<file path="config.mk">
export PLATFORM = sky130hd
export DESIGN_NAME = ndroi_cell
export DESIGN_NICKNAME = d
export VERILOG_FILES = /design/src/ndroi_pkg.sv /design/src/ndroi_cell.sv
export SDC_FILE = /design/constraint.sdc
export NUM_CORES = 1
export LEC_CHECK = 0
export ABC_CLOCK_PERIOD_IN_PS = 3400
export BUFFER_PORTS_ARGS = -buffer_cell sky130_fd_sc_hd__buf_2
export CAP_MARGIN = 20
export CELL_PAD_IN_SITES_DETAIL_PLACEMENT = 0
export CELL_PAD_IN_SITES_GLOBAL_PLACEMENT = 1
export CORE_ASPECT_RATIO = 1.75
export CORE_MARGIN = 10
export CORE_UTILIZATION = 43
export DETAILED_ROUTE_END_ITERATION = 10
export PLACE_DENSITY_LB_ADDON = 0.15
export SLEW_MARGIN = 30
export SYNTH_ARGS = -nofsm -noshare
export SYNTH_HDL_FRONTEND = slang
export SYNTH_SLANG_ARGS = --single-unit
export TNS_END_PERCENT = 10
</file>
<file path="constraint.sdc">
create_clock -name clk -period 3.4 [get_ports clk]
set_clock_uncertainty 0.05 [all_clocks]
set_input_delay 0.51 -clock clk [delete_from_list [all_inputs] [get_ports clk]]
set_output_delay 0.51 -clock clk [all_outputs]
set_load 0.05 [all_outputs]
</file>
<file path="src/ndroi_pkg.sv">
// ndroi_pkg: shared widths, codes, item types and helpers for the
// N-dimensional ROI address generator. No dependencies.
package ndroi_pkg;

    // Geometry
    localparam int NUM_DIMS   = 4;
    localparam int PORT_DIMS  = 4;
    localparam int COORD_BITS = 12;
    localparam int POS_W      = COORD_BITS + 1;
    localparam int ADDR_W     = 49;
    localparam int CFG_W      = NUM_DIMS * COORD_BITS;
    localparam int SLOT_W     = 2;
    localparam int ORDER_W    = PORT_DIMS * SLOT_W;
    localparam int DIM_W      = (NUM_DIMS > 1) ? $clog2(NUM_DIMS) : 1;
    localparam int CFG_IDX_W  = 2;

    localparam logic [ORDER_W-1:0] ORDER_RESET = ORDER_W'(27);

    // Command codes
    typedef enum logic [2:0] {
        OP_FWD   = 3'd0,
        OP_BACK  = 3'd1,
        OP_BEGIN = 3'd2,
        OP_END   = 3'd3,
        OP_JUMP  = 3'd4
    } op_t;

    // Configuration register indexes
    typedef enum logic [CFG_IDX_W-1:0] {
        CFG_SIZES    = 2'd0,
        CFG_ROI_LOW  = 2'd1,
        CFG_ROI_HIGH = 2'd2,
        CFG_ORDER    = 2'd3
    } cfg_idx_t;

    typedef logic [NUM_DIMS-1:0][POS_W-1:0]      coord_vec_t;
    typedef logic [NUM_DIMS-1:0][COORD_BITS-1:0] bound_vec_t;

    // One item moving down the address chain
    typedef struct packed {
        logic [ADDR_W-1:0] acc;
        coord_vec_t        coords;
        logic              at_end;
        logic              at_begin;
    } item_t;

    // Per-dimension field of a packed config register
    function automatic logic [COORD_BITS-1:0] get_field(
        input logic [CFG_W-1:0] r,
        input int unsigned      d
    );
        get_field = r[d*COORD_BITS +: COORD_BITS];
    endfunction

    // Dimension named by an order slot; out-of-range names map to the last dim
    function automatic logic [DIM_W-1:0] slot_dim(
        input logic [ORDER_W-1:0] order,
        input int unsigned        s
    );
        logic [SLOT_W-1:0] raw;
        raw = order[s*SLOT_W +: SLOT_W];
        if (int'(raw) >= NUM_DIMS)
            slot_dim = DIM_W'(NUM_DIMS - 1);
        else
            slot_dim = DIM_W'(raw);
    endfunction

endpackage

</file>
<file path="src/ndroi_cell.sv">
// ndroi_cell: one Horner cell of the address chain, acc = acc * mult + addend.
// Elastic stage with its own valid; depends on ndroi_pkg.
module ndroi_cell (
    input  logic                            clk,
    input  logic                            rst_n,
    input  logic                            in_valid,
    output logic                            in_ready,
    input  ndroi_pkg::item_t                in_item,
    input  logic [ndroi_pkg::POS_W-1:0]     mult,
    input  logic [ndroi_pkg::POS_W-1:0]     addend,
    output logic                            out_valid,
    input  logic                            out_ready,
    output ndroi_pkg::item_t                out_item
);

    logic                                              valid_reg;
    ndroi_pkg::item_t                                  item_reg;
    ndroi_pkg::item_t                                  item_next;
    logic [ndroi_pkg::ADDR_W+ndroi_pkg::POS_W-1:0]     prod;

    // Stage can take an item when empty or draining this cycle
    assign in_ready = !valid_reg || out_ready;

    // One multiply-add per cell, address kept modulo 2^ADDR_W
    always_comb
    begin
        prod      = in_item.acc * mult;
        item_next = in_item;
        item_next.acc = prod[ndroi_pkg::ADDR_W-1:0] + ndroi_pkg::ADDR_W'(addend);
    end

    always_ff @(posedge clk or negedge rst_n)
    begin
        if (!rst_n)
        begin
            valid_reg <= 1'b0;
        end
        else if (in_ready)
        begin
            valid_reg <= in_valid;
        end
    end

    always_ff @(posedge clk)
    begin
        if (in_valid && in_ready)
        begin
            item_reg <= item_next;
        end
    end

    assign out_valid = valid_reg;
    assign out_item  = item_reg;

endmodule

</file>
=== After elaboration in Yosys (flattened, before gate mapping) ===
Cells that the tools add are included.

* Register bits: 104
* Logic and storage cells: 13

* $add $sub $neg: 1
* $mul: 1
* Reductions and logical operators: 3

{| class="wikitable"
|+ Operators with widths
! kind !! number
|-
| adder 49 x 13 -> 49 bit || 1
|-
| multiplier 49 x 13 -> 49 bit || 1
|-
| logical AND 1 bit || 1
|-
| logical NOT 1 bit || 1
|-
| logical OR 1 bit || 1
|}

=== Depth between registers and ports, before layout ===
* Depth in word-level cells: 3
* Depth in mapped cells: 25

=== Worst setup path before layout ===
Ideal clock, no wire load.

* Path type: input port to flip-flop
* From: input port mult[4] (netlist name)
* To: register item_reg (netlist bit out_item[95]), data pin
* Library setup time: 263 ps
* Arrival: 6127 ps
* Required time: 3087 ps
* Path slack: -3039 ps
* Cell stages on the path: 22
* Buffers on the path: 2
* Cells stage by stage: clkbuf_1 clkbuf_1 nand2_1 fa_1 fa_1 inv_1 fa_1 fa_1 fa_1 inv_1 fa_1 inv_1 ha_1 a211oi_1 o211ai_1 nand2_1 a2111oi_2 o31ai_1 o21ai_1 and2b_1 a311oi_1 xnor2_1

{| class="wikitable"
|+ RTL lines
! element !! RTL line !! source
|-
| start: declaration || ndroi_cell.sv:9 || <nowiki>input logic [ndroi_pkg::POS_W-1:0] mult,</nowiki>
|-
| end signal: assignment || ndroi_cell.sv:48 || <nowiki>item_reg <= item_next;</nowiki>
|-
| end: declaration || ndroi_cell.sv:17 || <nowiki>ndroi_pkg::item_t item_reg;</nowiki>
|}

==> impl_metrics.yaml <==
status:
  outcome: "finished, violations left"
  violations: "setup timing"
layout:
  nNetsFinal: 3204
  layout-drive-gt1-share_pct: 28.75
  num_antenna_cells: 0
  syn_to_final_growth_pct: 27.70
  final_util_pct: 55.72
clock_network:
  cts_tree: "yes"
  insertion_delay_ns: 0.39
  clock-sinks: 104
  htreeDepth: 3
  cts_made_buffers: 9
  cts_root_buf: "clkbuf_16"
  clockBufferDepth: 2
  path_clk_slew_ns: 0.09
die:
  initial_utilization_pct: 43.63
  core_sq_um: 46190
  fp-row-count: 104
  fp.dieH_microns: 306.4
  die_area_sq_um: 56270
  pin_count: 238
  die_x_microns: 183.7
synth:
  syn_area_per_cell_sq_um: 9.978
  ys_seq_area_share_pct: 15.47
  synth_flop_cell: "edfxtp_1"
  post_synth_num_cell_types: 56
  synth.net_count: 2718
  synthArstFlopShare_pct: 0.9615
  yosysWarnings: 0
  synth_edf_count: 103
  netlist_area_sq_um: 20160
  synth.ff_latch_count: 104
  syn_inst: 2020
global_route:
  grt_max_degree: 42
  antenna_found_initial: 3
  grt_util_all_layers_pct: 22.81
  gr-total-overflow: 0
  first_global_vias: 17852
  grt_pass1_wl_microns: 98390
setup_path:
  start_kind: "primary input"
  critPathRequiredTime_ns: 3.47
  worstPathMaxFanout: 5
  endpoint_kind: "flip-flop"
  cp_data_arrival_time_ns: 6.22
  crit_type: "primary input to flip-flop"
sta:
  maxSlewViolCount: 0
  relSlewSlack_pct: 55.31
  rsz0062_at_grt: "yes"
  max_freq_mhz: 162.7
  min_period_ns: 6.148
  hold_viol: 0
  period_share_pct: 180.8
  setup_ws_ns: -2.748
  setup_viol: 45
  tightest_slew_ns: 0.6534
  fin_setup_tns_ns: -93.96
place:
  dp_hpwl_microns: 53960
  io_buffers: 237
  dpl_worst_slack_ns: -3.558
  place_congestion: 0.8905
drt:
  wl_per_cell_microns: 20.31
  drtAntennaViolNets: 0
  wirelength_microns: 62850
  drt_iter0_markers: 668
  post-route-drc-count: 0
  firstDrtPassIters: 7
  vias_per_cell: 5.070
  vias: 15686
min_path:
  hold_path_class: "primary input to flip-flop"
job:
  cap_viol_max_count: 0
[cells by family (layout without fill, tap and decap cells)]
logic type / after synthesis / in the layout / synth area share, %
AND/OR/NAND/NOR: 672 / 672 / 15.87
adder cells (fa/ha/maj): 565 / 565 / 51.95
buffers and inverters: 445 / 936 / 8.287
AO/OA/AOI/OAI: 170 / 170 / 5.649
flip-flops: 104 / 104 / 15.47
XOR/XNOR: 64 / 64 / 2.781
[metrics by stage]
step	std cells	cell area (sq um)	hold WS [ns]
floorplan	2020	20400	0.1644
global placement	3044	24390	0.2350
global route	3094	25740	0.2250
CTS	3089	25610	0.2164
detailed placement	3044	24390	0.2352
finish	3094	25740	0.2428
[layer usage]
| metal | part of all wire, % | GRT usage, % |
|---|---|---|
| met5 | 0.046 | 0 |
| met4 | 4.0 | 9.047 |
| met3 | 4.3 | 3.316 |
| met2 | 56 | 44.23 |
| met1 | 36 | 23.76 |
[cell usage in the layout, fill, tap and decap left out, types with 5 or more instances in the layout]
cell type and n:
a21o_1 25, a21oi_1 36, a21oi_2 13, a21oi_4 5
and2_1 202, and2_4 9, and3_1 5, buf_12 24
buf_2 226, buf_4 316, buf_6 20, clkbuf_16 9
edfxtp_1 103, fa_1 444, fa_2 9, ha_1 90
ha_4 20, inv_1 325, inv_2 5, nand2_1 384
nand2b_1 7, nand3_1 7, nand4_1 9, nor2_1 15
nor2b_1 6, nor3_1 8, o211ai_1 7, o21a_1 6
o21ai_0 17, o21ai_1 8, o21ai_2 8, xnor2_1 43
xor2_1 16
[area by class of cell]
type / instances / area [sq um]
Sequential cell: 104 / 3118
Timing Repair Buffer: 590 / 4282
Clock buffer: 9 / 225.2
Clock inverter: 7 / 81.33
Multi-Input combinational cell: 1471 / 16060
Inverter: 330 / 1239
Tap cell: 583 / 729.5
Fill cell: 4111 / 20460
[cells in the mapped netlist, types with 19 or more instances]
cell type	instances	share of area [%]
xnor2_1	45	2.0
edfxtp_1	103	15
ha_1	112	7.0
a21o_1	25	0.93
a21oi_1	52	1.3
and2_1	211	6.5
o21ai_0	31	0.77
xor2_1	19	0.83
nand2_1	388	7.2
fa_1	453	45
inv_1	330	6.1
clkbuf_1	115	2.1
[flip-flops by register name, summed over array words and instances, names as in the netlist]
signal     flops
out_item     103
out_valid      1
[final timing paths]
| kind | start | to | slack (ns) | cells after the start |
|---|---|---|---|---|
| setup / recovery | mult[2] | out_item[101] | -2.75 | 26 |
| hold / removal | in_item[44] | out_item[44] | 0.24 | 1 |
| setup reg to reg | out_valid | out_item[98] | 1.69 | 3 |
| hold reg to reg | out_valid | out_valid | 0.51 | 2 |
| max in group asynchronous | rst_n | out_valid | 2.83 | 2 |
| min in group asynchronous | rst_n | out_valid | 0.38 | 2 |
[timing repair]
action | in CTS | in global routing
setup buffers | 27 | 5
pin swaps | 68 | 22
cloned | 1 | 0
hold buffers | 1 | 0
endpoints found under the hold margin | 1 | 0
resized for setup | 129 | 19
endpoints found under the setup margin | 46 | 46
[critical path: stages]
cell       delay [ns]
buf_8            0.10
buf_12           0.12
buf_4            0.12
and2_4           0.13
fa_1             0.49
inv_1            0.04
fa_1             0.47
inv_1            0.05
fa_1             0.51
fa_2             0.45
fa_1             0.48
inv_1            0.04
fa_1             0.49
inv_2            0.05
ha_4             0.27
nand2_2          0.05
o211ai_1         0.19
nand2_2          0.13
buf_6            0.15
a2111oi_4        0.48
o21ai_4          0.15
a21oi_4          0.25
a311oi_4         0.15
buf_4            0.16
nand4_1          0.07
o2111ai_1        0.11
Power is not shown: default switching activity piles up to over one toggle a cycle in this logic, so the estimate is an artifact.
